### src/rtl/core/lat_pkg.sv
// ----------------------------------------------------------------------------
// Latency tracker package
// Shared widths, codes, register defaults and the sequencer's control program.
// ----------------------------------------------------------------------------
`default_nettype none

package lat_pkg;

   // Table size and field widths.
   localparam int CHANNELS = 16;
   localparam int ADDR_W   = (CHANNELS > 1) ? $clog2(CHANNELS) : 1;
   localparam int CNT_W    = $clog2(CHANNELS + 1);
   localparam int CHAN_W   = 4;
   localparam int LATIN_W  = 24;
   localparam int LAT_W    = 23;
   localparam int TIME_W   = 48;
   localparam int ENTRY_W  = LAT_W + TIME_W;
   localparam int TGT_W    = 25;
   localparam int MASK_W   = 16;
   localparam int BAND_W   = 16;
   localparam int STALE_W  = 16;
   localparam int MARGIN_W = 12;
   localparam int CSR_W    = 16;
   localparam int CSR_IDX_W = 2;

   // Hysteresis fraction of the band (seven tenths) by reciprocal multiply.
   localparam int BAND_NUM    = 7;
   localparam int BAND_DEN    = 10;
   localparam int RECIP_SHIFT = 22;
   localparam int RECIP_K     = ((1 << RECIP_SHIFT) + BAND_DEN - 1) / BAND_DEN;
   localparam int BAND7_W     = BAND_W + 3;
   localparam int PROD_W      = 2 * BAND7_W;

   // The target falls by one eighth of the gap.
   localparam int FALL_SHIFT = 3;

   // Register defaults.
   localparam logic                ENABLE_RST = 1'b1;
   localparam logic [BAND_W-1:0]   BAND_RST   = 16'd150;
   localparam logic [STALE_W-1:0]  STALE_RST  = 16'd4000;
   localparam logic [MARGIN_W-1:0] MARGIN_RST = 12'd40;

   // Register indexes of the configuration port.
   typedef enum logic [CSR_IDX_W-1:0] {
      CSR_ENABLE = 2'd0,
      CSR_BAND   = 2'd1,
      CSR_STALE  = 2'd2,
      CSR_MARGIN = 2'd3
   } csr_index_type;

   // Item functions.
   typedef enum logic {
      FUNC_REPORT = 1'b0,
      FUNC_UNREG  = 1'b1
   } func_type;

   // Sequencer steps.
   typedef enum logic [2:0] {
      ST_WAIT = 3'd0,
      ST_UPD  = 3'd1,
      ST_MIN  = 3'd2,
      ST_OUT  = 3'd3,
      ST_TGT  = 3'd4,
      ST_SHOW = 3'd5
   } step_type;

   // Jump conditions.
   typedef enum logic [2:0] {
      J_NEXT   = 3'd0,
      J_WAIT   = 3'd1,
      J_SKIP   = 3'd2,
      J_LOOP   = 3'd3,
      J_HOLD   = 3'd4,
      J_ALWAYS = 3'd5
   } jump_type;

   // Evaluation done on the entry read back from the table.
   typedef enum logic [1:0] {
      EV_NONE = 2'd0,
      EV_MIN  = 2'd1,
      EV_OUT  = 2'd2
   } eval_type;

   // One control word of the program.
   typedef struct packed {
      logic     ready;
      logic     upd;
      logic     scan;
      eval_type ev;
      logic     tgt;
      logic     show;
      jump_type jump;
      step_type jaddr;
   } ctrl_word_type;

   // Control program: wait, update table, minimum pass, outlier pass,
   // target step, result step.
   function automatic ctrl_word_type ucode_rom(input step_type step);
      ctrl_word_type w;
      w       = '0;
      w.ev    = EV_NONE;
      w.jump  = J_NEXT;
      w.jaddr = ST_WAIT;
      case (step)
         ST_WAIT: begin
            w.ready = 1'b1;
            w.jump  = J_WAIT;
            w.jaddr = ST_WAIT;
         end
         ST_UPD: begin
            w.upd   = 1'b1;
            w.jump  = J_SKIP;
            w.jaddr = ST_SHOW;
         end
         ST_MIN: begin
            w.scan  = 1'b1;
            w.ev    = EV_MIN;
            w.jump  = J_LOOP;
            w.jaddr = ST_MIN;
         end
         ST_OUT: begin
            w.scan  = 1'b1;
            w.ev    = EV_OUT;
            w.jump  = J_LOOP;
            w.jaddr = ST_OUT;
         end
         ST_TGT: begin
            w.tgt   = 1'b1;
         end
         ST_SHOW: begin
            w.show  = 1'b1;
            w.jump  = J_HOLD;
            w.jaddr = ST_SHOW;
         end
         default: begin
            w.jump  = J_ALWAYS;
            w.jaddr = ST_WAIT;
         end
      endcase
      return w;
   endfunction

endpackage

`default_nettype wire

### src/rtl/core/lat_if.sv
// ----------------------------------------------------------------------------
// Latency tracker channels
// Request channel (latency reports and unregisters) and result channel.
// ----------------------------------------------------------------------------
`default_nettype none

interface lat_req_if
   import lat_pkg::*;
();
   logic                       valid;
   logic                       ready;
   logic                       func;
   logic [CHAN_W-1:0]          channel;
   logic signed [LATIN_W-1:0]  latency;
   logic [TIME_W-1:0]          now_ms;

   modport source (output valid, func, channel, latency, now_ms, input ready);
   modport sink   (input valid, func, channel, latency, now_ms, output ready);
endinterface

interface lat_rsp_if
   import lat_pkg::*;
();
   logic                     valid;
   logic                     ready;
   logic signed [TGT_W-1:0]  target;
   logic [MASK_W-1:0]        outlier_mask;

   modport source (output valid, target, outlier_mask, input ready);
   modport sink   (input valid, target, outlier_mask, output ready);
endinterface

`default_nettype wire

### src/rtl/core/lat_ram.sv
// ----------------------------------------------------------------------------
// Generic RAM
// One write port and one read port with registered read data.
// ----------------------------------------------------------------------------
`default_nettype none

module lat_ram #(
   parameter int WIDTH = 8,
   parameter int DEPTH = 16
) (
   input  wire logic                                           clock,
   input  wire logic                                           wr_en,
   input  wire logic [((DEPTH > 1) ? $clog2(DEPTH) : 1)-1:0]   wr_addr,
   input  wire logic [WIDTH-1:0]                               wr_data,
   input  wire logic                                           rd_en,
   input  wire logic [((DEPTH > 1) ? $clog2(DEPTH) : 1)-1:0]   rd_addr,
   output logic [WIDTH-1:0]                                    rd_data
);

   logic [WIDTH-1:0] mem_ff [DEPTH];

   // Write and registered read.
   always_ff @(posedge clock) begin
      if (wr_en) begin
         mem_ff[wr_addr] <= wr_data;
      end
      if (rd_en) begin
         rd_data <= mem_ff[rd_addr];
      end
   end

endmodule

`default_nettype wire

### src/rtl/core/latency_alignment_target_tracker.sv
// ----------------------------------------------------------------------------
// Latency alignment target tracker
// Per-channel latency table with outlier marking and a smoothed target.
// ----------------------------------------------------------------------------
// Each item occupies the sequencer for one accept step, one table update, two
// passes over the entry memory (one read port with a registered read, so each
// pass walks the channels one per cycle), one target step and one result step.
// A report that is ignored because the block is disabled goes through accept,
// update and result only. The result sits in an output register, so the next
// item is accepted while a result still waits to be taken; if that result is
// still waiting when the next one is ready, the result step holds until it is
// taken. Entry presence lives in flip-flops cleared by reset, so there is no
// clearing pass after reset.
// ----------------------------------------------------------------------------
`default_nettype none

module latency_alignment_target_tracker
   import lat_pkg::*;
(
   input  wire logic                  clock,
   input  wire logic                  reset,
   lat_req_if.sink                    req_ch,
   lat_rsp_if.source                  rsp_ch,
   input  wire logic                  csr_we,
   input  wire logic [CSR_IDX_W-1:0]  csr_index,
   input  wire logic [CSR_W-1:0]      csr_wdata
);

   // Configuration registers.
   logic                 enable_ff;
   logic [BAND_W-1:0]    band_ff;
   logic [STALE_W-1:0]   stale_ff;
   logic [MARGIN_W-1:0]  margin_ff;
   logic [BAND_W-1:0]    band_lo_ff;
   logic [BAND_W-1:0]    band_lo_in;
   logic [BAND7_W-1:0]   band7;
   logic [PROD_W-1:0]    band_prod;

   // Sequencer.
   step_type             upc_ff;
   step_type             upc_in;
   ctrl_word_type        ctrl;
   logic                 taken;
   logic [CNT_W-1:0]     cnt_ff;
   logic [CNT_W-1:0]     cnt_in;
   logic                 rd_en;
   logic                 rd_v_ff;
   logic [ADDR_W-1:0]    rd_idx_ff;

   // Captured item.
   func_type             item_func_ff;
   logic [CHAN_W-1:0]    item_chan_ff;
   logic [LAT_W-1:0]     item_lat_ff;
   logic [TIME_W-1:0]    item_now_ff;
   logic                 accept;
   logic                 chan_ok;
   logic                 skip;
   logic [ADDR_W-1:0]    chan_idx;

   // Table state and working registers.
   logic [CHANNELS-1:0]  present_ff;
   logic [CHANNELS-1:0]  present_in;
   logic [CHANNELS-1:0]  flags_ff;
   logic [CHANNELS-1:0]  flags_in;
   logic [LAT_W-1:0]     best_ff;
   logic [LAT_W-1:0]     best_in;
   logic                 best_v_ff;
   logic                 best_v_in;
   logic [LAT_W-1:0]     worst_ff;
   logic [LAT_W-1:0]     worst_in;
   logic signed [TGT_W-1:0] target_ff;
   logic signed [TGT_W-1:0] target_in;

   // Read-back evaluation.
   logic [ENTRY_W-1:0]   ram_rdata;
   logic [LAT_W-1:0]     rd_lat;
   logic [TIME_W-1:0]    rd_time;
   logic [TIME_W:0]      age;
   logic                 rd_live;
   logic [BAND_W-1:0]    band_use;
   logic [LAT_W:0]       limit;
   logic                 is_outlier;
   logic [LAT_W:0]       wanted;
   logic [LAT_W:0]       gap;

   // Result register.
   logic                 rsp_valid_ff;
   logic signed [TGT_W-1:0] rsp_target_ff;
   logic [MASK_W-1:0]    rsp_mask_ff;
   logic [MASK_W-1:0]    mask_w;

   // Configuration writes.
   always_ff @(posedge clock) begin
      if (reset) begin
         enable_ff <= ENABLE_RST;
         band_ff   <= BAND_RST;
         stale_ff  <= STALE_RST;
         margin_ff <= MARGIN_RST;
      end else if (csr_we) begin
         case (csr_index_type'(csr_index))
            CSR_ENABLE: enable_ff <= csr_wdata[0];
            CSR_BAND:   band_ff   <= csr_wdata[BAND_W-1:0];
            CSR_STALE:  stale_ff  <= csr_wdata[STALE_W-1:0];
            CSR_MARGIN: margin_ff <= csr_wdata[MARGIN_W-1:0];
            default: ;
         endcase
      end
   end

   // Seven tenths of the band, kept in a register; the user must see that the band only
   // changes while the block is idle, as the block itself does not enforce it.
   always_comb begin
      band7      = ({3'b0, band_ff} << 3) - {3'b0, band_ff};
      band_prod  = PROD_W'(band7) * PROD_W'(RECIP_K);
      band_lo_in = band_prod[RECIP_SHIFT +: BAND_W];
   end

   always_ff @(posedge clock) begin
      band_lo_ff <= band_lo_in;
   end

   // Control word fetch and jump decision.
   assign ctrl    = ucode_rom(upc_ff);
   assign accept  = req_ch.valid && req_ch.ready;
   assign chan_ok = int'(item_chan_ff) < CHANNELS;
   assign skip    = !chan_ok || (item_func_ff == FUNC_REPORT && !enable_ff);
   assign chan_idx = ADDR_W'(item_chan_ff);

   always_comb begin
      case (ctrl.jump)
         J_NEXT:   taken = 1'b0;
         J_WAIT:   taken = !accept;
         J_SKIP:   taken = skip;
         J_LOOP:   taken = cnt_ff != CNT_W'(CHANNELS);
         J_HOLD:   taken = rsp_valid_ff && !rsp_ch.ready;
         J_ALWAYS: taken = 1'b1;
         default:  taken = 1'b1;
      endcase
      if (taken) begin
         upc_in = ctrl.jaddr;
      end else if (upc_ff == ST_SHOW) begin
         upc_in = ST_WAIT;
      end else begin
         upc_in = step_type'(upc_ff + 3'd1);
      end
      rd_en  = ctrl.scan && taken;
      cnt_in = rd_en ? cnt_ff + CNT_W'(1) : '0;
   end

   always_ff @(posedge clock) begin
      if (reset) begin
         upc_ff  <= ST_WAIT;
         cnt_ff  <= '0;
         rd_v_ff <= 1'b0;
      end else begin
         upc_ff  <= upc_in;
         cnt_ff  <= cnt_in;
         rd_v_ff <= rd_en;
      end
   end

   always_ff @(posedge clock) begin
      if (rd_en) begin
         rd_idx_ff <= cnt_ff[ADDR_W-1:0];
      end
   end

   assign req_ch.ready = ctrl.ready;

   // Item capture; negative latency is clamped to zero here.
   always_ff @(posedge clock) begin
      if (accept) begin
         item_func_ff <= func_type'(req_ch.func);
         item_chan_ff <= req_ch.channel;
         item_lat_ff  <= req_ch.latency[LATIN_W-1] ? '0 : req_ch.latency[LAT_W-1:0];
         item_now_ff  <= req_ch.now_ms;
      end
   end

   // Entry table: latency and report time per channel.
   lat_ram #(
      .WIDTH (ENTRY_W),
      .DEPTH (CHANNELS)
   ) u_entry_ram (
      .clock   (clock),
      .wr_en   (ctrl.upd && !skip && item_func_ff == FUNC_REPORT),
      .wr_addr (chan_idx),
      .wr_data ({item_lat_ff, item_now_ff}),
      .rd_en   (rd_en),
      .rd_addr (cnt_ff[ADDR_W-1:0]),
      .rd_data (ram_rdata)
   );

   // Liveness and outlier test of the entry read in the previous cycle.
   // A report newer than the current time counts as live.
   always_comb begin
      rd_lat     = ram_rdata[ENTRY_W-1 -: LAT_W];
      rd_time    = ram_rdata[TIME_W-1:0];
      age        = {1'b0, item_now_ff} - {1'b0, rd_time};
      rd_live    = present_ff[rd_idx_ff] &&
                   (age[TIME_W] || (age[TIME_W-1:0] <= TIME_W'(stale_ff)));
      band_use   = flags_ff[rd_idx_ff] ? band_lo_ff : band_ff;
      limit      = {1'b0, best_ff} + (LAT_W+1)'(band_use);
      is_outlier = {1'b0, rd_lat} > limit;
      wanted     = {1'b0, worst_ff} + (LAT_W+1)'(margin_ff);
      gap        = target_ff[LAT_W:0] - wanted;
   end

   // Table, mark and target updates.
   always_comb begin
      present_in = present_ff;
      flags_in   = flags_ff;
      best_in    = best_ff;
      best_v_in  = best_v_ff;
      worst_in   = worst_ff;
      target_in  = target_ff;

      // Apply the item to the table and start a fresh scan.
      if (ctrl.upd && !skip) begin
         best_v_in = 1'b0;
         worst_in  = '0;
         if (item_func_ff == FUNC_REPORT) begin
            present_in[chan_idx] = 1'b1;
         end else begin
            present_in[chan_idx] = 1'b0;
            flags_in[chan_idx]   = 1'b0;
         end
      end

      // Fastest live channel.
      if (rd_v_ff && ctrl.ev == EV_MIN && rd_live) begin
         if (!best_v_ff || rd_lat < best_ff) begin
            best_in = rd_lat;
         end
         best_v_in = 1'b1;
      end

      // Outlier marks with hysteresis, and the worst inlier.
      if (rd_v_ff && ctrl.ev == EV_OUT && rd_live && best_v_ff) begin
         if (is_outlier) begin
            flags_in[rd_idx_ff] = 1'b1;
         end else begin
            flags_in[rd_idx_ff] = 1'b0;
            if (rd_lat > worst_ff) begin
               worst_in = rd_lat;
            end
         end
      end

      // Target goes to minus one with no live channel, rises at once and falls by an eighth of the gap.
      if (ctrl.tgt) begin
         if (!best_v_ff) begin
            target_in = '1;
         end else if (target_ff[TGT_W-1] || wanted > target_ff[LAT_W:0]) begin
            target_in = TGT_W'(wanted);
         end else begin
            target_in = TGT_W'(target_ff[LAT_W:0] - (gap >> FALL_SHIFT));
         end
      end
   end

   always_ff @(posedge clock) begin
      if (reset) begin
         present_ff <= '0;
         flags_ff   <= '0;
         best_v_ff  <= 1'b0;
         target_ff  <= '1;
      end else begin
         present_ff <= present_in;
         flags_ff   <= flags_in;
         best_v_ff  <= best_v_in;
         target_ff  <= target_in;
      end
   end

   always_ff @(posedge clock) begin
      best_ff  <= best_in;
      worst_ff <= worst_in;
   end

   // Outlier mask shows channels 0 to 15.
   for (genvar i = 0; i < MASK_W; i++) begin : g_mask
      if (i < CHANNELS) begin : g_used
         assign mask_w[i] = flags_ff[i];
      end else begin : g_unused
         assign mask_w[i] = 1'b0;
      end
   end

   // Result register.
   always_ff @(posedge clock) begin
      if (reset) begin
         rsp_valid_ff <= 1'b0;
      end else if (ctrl.show && !taken) begin
         rsp_valid_ff <= 1'b1;
      end else if (rsp_ch.ready) begin
         rsp_valid_ff <= 1'b0;
      end
   end

   always_ff @(posedge clock) begin
      if (ctrl.show && !taken) begin
         rsp_target_ff <= target_ff;
         rsp_mask_ff   <= mask_w;
      end
   end

   assign rsp_ch.valid        = rsp_valid_ff;
   assign rsp_ch.target       = rsp_target_ff;
   assign rsp_ch.outlier_mask = rsp_mask_ff;

`ifndef ASSERT_OFF
   // An accepted item always goes to the table update step.
   a_accept_to_upd: assert property (@(posedge clock) disable iff (reset)
      accept |=> upc_ff == ST_UPD)
      else $error("accepted item did not enter the update step");

   // A negative target is always exactly minus one.
   a_target_neg: assert property (@(posedge clock) disable iff (reset)
      target_ff[TGT_W-1] |-> (&target_ff))
      else $error("negative target other than minus one");

   // A new result appears only out of the result step.
   a_rsp_source: assert property (@(posedge clock) disable iff (reset)
      $rose(rsp_valid_ff) |-> $past(upc_ff == ST_SHOW))
      else $error("result raised outside the result step");
`endif

endmodule

`default_nettype wire
### src/flat_wrapper.sv
// flat-port wrapper written by rule: the top's interface ports become plain ports
module latency_alignment_target_tracker_flat import lat_pkg::*;
  (clock, reset, csr_we, csr_index, csr_wdata, req_ch_valid, req_ch_func, req_ch_channel, req_ch_latency, req_ch_now_ms, req_ch_ready, rsp_ch_valid, rsp_ch_target, rsp_ch_outlier_mask, rsp_ch_ready);
  lat_req_if req_ch_i ();
  lat_rsp_if rsp_ch_i ();
  input  wire logic clock;
  input  wire logic reset;
  input  wire logic csr_we;
  input  wire logic [CSR_IDX_W-1:0] csr_index;
  input  wire logic [CSR_W-1:0] csr_wdata;
  input wire logic [$bits(req_ch_i.valid)-1:0] req_ch_valid;
  input wire logic [$bits(req_ch_i.func)-1:0] req_ch_func;
  input wire logic [$bits(req_ch_i.channel)-1:0] req_ch_channel;
  input wire logic [$bits(req_ch_i.latency)-1:0] req_ch_latency;
  input wire logic [$bits(req_ch_i.now_ms)-1:0] req_ch_now_ms;
  output wire logic [$bits(req_ch_i.ready)-1:0] req_ch_ready;
  output wire logic [$bits(rsp_ch_i.valid)-1:0] rsp_ch_valid;
  output wire logic [$bits(rsp_ch_i.target)-1:0] rsp_ch_target;
  output wire logic [$bits(rsp_ch_i.outlier_mask)-1:0] rsp_ch_outlier_mask;
  input wire logic [$bits(rsp_ch_i.ready)-1:0] rsp_ch_ready;
  assign req_ch_i.valid = req_ch_valid;
  assign req_ch_i.func = req_ch_func;
  assign req_ch_i.channel = req_ch_channel;
  assign req_ch_i.latency = req_ch_latency;
  assign req_ch_i.now_ms = req_ch_now_ms;
  assign req_ch_ready = req_ch_i.ready;
  assign rsp_ch_valid = rsp_ch_i.valid;
  assign rsp_ch_target = rsp_ch_i.target;
  assign rsp_ch_outlier_mask = rsp_ch_i.outlier_mask;
  assign rsp_ch_i.ready = rsp_ch_ready;
  latency_alignment_target_tracker u_core (.clock(clock), .reset(reset), .req_ch(req_ch_i), .rsp_ch(rsp_ch_i), .csr_we(csr_we), .csr_index(csr_index), .csr_wdata(csr_wdata));
endmodule
### config.mk
export PLATFORM = sky130hd
export DESIGN_NAME = latency_alignment_target_tracker_flat
export DESIGN_NICKNAME = d
export VERILOG_FILES = /design/src/rtl/core/lat_pkg.sv /design/src/rtl/core/lat_if.sv /design/src/rtl/core/lat_ram.sv /design/src/rtl/core/latency_alignment_target_tracker.sv /design/src/flat_wrapper.sv
export SDC_FILE = /design/constraint.sdc
export NUM_CORES = 2
export LEC_CHECK = 0
export BUFFER_PORTS_ARGS = -buffer_cell sky130_fd_sc_hd__buf_4
export CAP_MARGIN = 0
export CORE_MARGIN = 10
export CORE_UTILIZATION = 35
export DETAILED_ROUTE_END_ITERATION = 10
export PLACE_DENSITY = 0.58
export SLEW_MARGIN = 15
export SYNTH_ARGS = -nofsm -noshare
export SYNTH_HDL_FRONTEND = slang
export SYNTH_SLANG_ARGS = --single-unit
### constraint.sdc
create_clock -name clock -period 13.2 [get_ports clock]
set_input_delay 0 -clock clock [delete_from_list [all_inputs] [get_ports clock]]
set_output_delay 0 -clock clock [all_outputs]
set_load 0.02 [all_outputs]
==> impl_metrics.tcl <==
set metrics [dict create \
    fin_crit_ps 10540 \
    min-delay-start "req_ch_latency[23]" \
    hp-class "in -> reg" \
    drt_first_pass_iters 8 \
    routabilityCongestion 0.909 \
    slowest_delay_ps 970 \
    p_int_w 0.0114 \
    rsz0062_at_grt "false" \
    synth-simple-area-share_pct 5.05 \
    syn_avg_cell_area_sq_um 15.6 \
    root_buffer "clkbuf_16" \
    hold_viol_final 0 \
    cp_max_fo 11 \
    clock_latency_ps 820 \
    slowest_stage "a2111oi_0" \
    outcome "complete, no violations" \
    die_h_um 470 \
    vdd_drop_max_mv 0.499 \
    wirelength_um 182000 \
    viasPerCell 5.21 \
    grt_busiest_layer "met2" \
    tns_ps 0 \
    worst_pin_slew_ps 1200 \
    slew_viol_final 0 \
    use_met3_pct 2.28 \
    grt_util_met2_pct 27.0 \
    critPathBufInv 4 \
    synth_enable_flop_cells 1351 \
    r2r_start "u_core.band_ff[0]" \
    multiInputGateArea_sq_um 25200 \
    ys_async_sr_fraction_pct 0 \
    initial_utilization_pct 35.1 \
    dp_cells 7248 \
    synth_compound_area_share_pct 5.95 \
    syn_inst 4544 \
    grt_pass1_vias 41700 \
    htree_num_levels 4 \
    grt-ovfl-total 0 \
    layout.nets 5543 \
    p_comb_share_pct 41.2 \
    synth_xor_area_share_pct 1.89 \
    start_kind "register" \
    cts_tree "yes" \
    slew_headroom_pct 19.6 \
    layout_common_cells "edfxtp_1, inv_1, ha_1, mux4_2, nand2_1" \
    yosysWarnings 0 \
    num_vias 40300 \
    nFillCells 18300 \
    grt_max_degree 97 \
    seq_area_sq_um 43600 \
    cp.required_ps 13880 \
    p_sw_share_pct 37.7 \
    crit_start "u_core.band_ff[0]" \
    fmax_mhz 94.9 \
    syn-cell-area_sq_um 71000 \
    grt_use_total_pct 16.2 \
    worstSetupEndpointType "register" \
    drc 0 \
    synth_top_family_by_area "multiplexers" \
    chipWidth_um 470 \
    synth.area.mux_share_pct 12.1 \
    final_common_cell "edfxtp_1" \
    die_area_sq_um 221000 \
    drtIter0Drc 3631 \
    power.density_nw_per_um2 222 \
    met1_usage_pct 22.4 \
    cts_made_buffers 161 \
    ioPinCount 143 \
    power.switching_w 0.00690 \
    ys_seq_elements 1503 \
    io_buffers 142 \
    fin_cells 7743 \
    seq_power_share_pct 34.2 \
    core_sq_um 202000 \
    clock_sinks 1503 \
    maxCapViolCount 0 \
    clockPowerShare_pct 24.6 \
    drt-wirelength-per-cell_um 23.6 \
    power_leakage_nw 29.2 \
    crit_family "compound AO/OA/AOI/OAI gates" \
    clk_transition_reported_paths_ps 60 \
    synth_cell_type_count 89 \
    ys_seq_area_share_pct 61.5 \
    finalSetupViolCount 0 \
    post_route_cells_drive_above_1_share_pct 16.9 \
    dpl.hpwl_um 116000 \
    path_class "reg -> reg" \
    cp.arrival_ps 11220 \
    clock_tree.buffer_depth 3 \
    finalCritPeriodShare_pct 79.9 \
    synth-main-ff-cell "edfxtp_1" \
    syn-num-nets 5153 \
    cts_resized 0 \
    grt_antenna_before_repair 6 \
    rows 165 \
    synth_fa_ha_area_share_pct 10.3 \
    final_antenna_net_count 0 \
    area_delta_synth_final_pct 16.3 \
    grt_first_pass_wirelength_um 274000 \
    finalClockSkew_ps 80.4 \
]
cells by family after synthesis:
kind of cell	after synthesis
DFF	1503
buffers and inverters	596
AOI/OAI and AO/OA	646
and+or+nand+nor	733
adders and majority gates	509
muxes	404
xor gates and xnor gates	153
metrics by stage:
stage | utilization, % | setup WS (ps) | total power [W] | hold slack, ps | instance area [sq um]
2_1_floorplan | - | 4210 | 0.0114 | 98.9 | 71000
3_5_place_dp | 37.3 | 2790 | 0.0139 | 179 | 75300
4_1_cts | 40.9 | 2720 | 0.0185 | 9.63 | 82500
3_3_place_gp | 37.3 | 3000 | 0.0138 | 178 | 75300
5_1_grt | 40.9 | 1880 | 0.0196 | 43.3 | 82600
6_report | 40.9 | 2660 | 0.0183 | 16.8 | 82600
Yosys cell counts, types with 7 or more instances:
master     count  area, sq um
xor2_1        54          473
nand3b_1      18          135
inv_1        427         1600
buf_2         17         85.1
nor4_1        16          100
clkbuf_1     107          402
a21boi_0      11         82.6
o31ai_1       10         75.1
xnor2_1       99          867
o21bai_1       7         52.6
o311ai_0       8         70.1
and3_1        16          100
a21o_1        73          548
or3_1         18          113
nor2_1       136          510
nand2_1      257          965
nand3_1       47          235
nand4_1       40          250
a211oi_1      19          143
a2111oi_0      9         78.8
o41ai_1       14          123
nand2b_1      33          206
and2_1        15         93.8
or2_2         12         75.1
o211ai_1      19          143
a21oi_1      201         1010
mux4_2       362         8150
a31oi_1       22          138
o21a_1        43          323
nor3_1        54          270
buf_1         35          131
mux2i_1       33          330
o21ai_0      119          596
edfxtp_1    1351        40600
mux2_2         9          101
ha_1         381         4770
nor2b_1       52          325
fa_1         128         2560
dfxtp_1      152         3040
state kept, by name (all words and copies together) (netlist names), 23 cells and up, named ones only:
signal                      count
u_core.item_lat_ff             23
u_core.rsp_ch.target           25
u_core.u_entry_ram.rd_data     71
u_core.item_now_ff             48
u_core.u_entry_ram.mem_ff    1136
u_core.target_ff               25
u_core.best_ff                 23
u_core.worst_ff                23
timing repair:
action	4_1_cts	5_1_grt
buffers inserted	0	0
hold buffers	194	0
endpoints found under the hold margin	173	0
power by group through the flow:
stage | Clock [W] | Sequential (W) | Combinational (W)
floorplan | 0 | 0.00616 | 0.00526
global placement | 0 | 0.00634 | 0.00750
detailed placement | 0 | 0.00637 | 0.00752
CTS | 0.00460 | 0.00627 | 0.00763
global route | 0.00481 | 0.00631 | 0.00852
finish | 0.00450 | 0.00626 | 0.00754
final cells by class:
type | count | share of cell area (%)
repair buffers | 395 | 4.22
diodes | 1 | 0.00303
clock buffers | 197 | 5.09
well taps | 2672 | 4.05
clock inverters | 102 | 1.35
flip-flops and latches | 1503 | 52.8
multi-input cells | 2445 | 30.5
inverters | 428 | 1.95
metal layers:
layer  part of all wire, %  routed length, um
met2                    49              89000
met5                0.0071                 13
met1                    45              81900
met4                   2.0               3590
met3                   4.4               8000
worst paths after layout:
kind                             to  slack [ps]  cells past startpoint
max           u_core.band_lo_ff[15]        2660                     32
min          u_core.item_lat_ff[22]          20                      2
max reg2reg   u_core.band_lo_ff[15]        2660                     32
min reg2reg     u_core.worst_ff[21]         460                      2
Power figures use the tool's default switching activity.
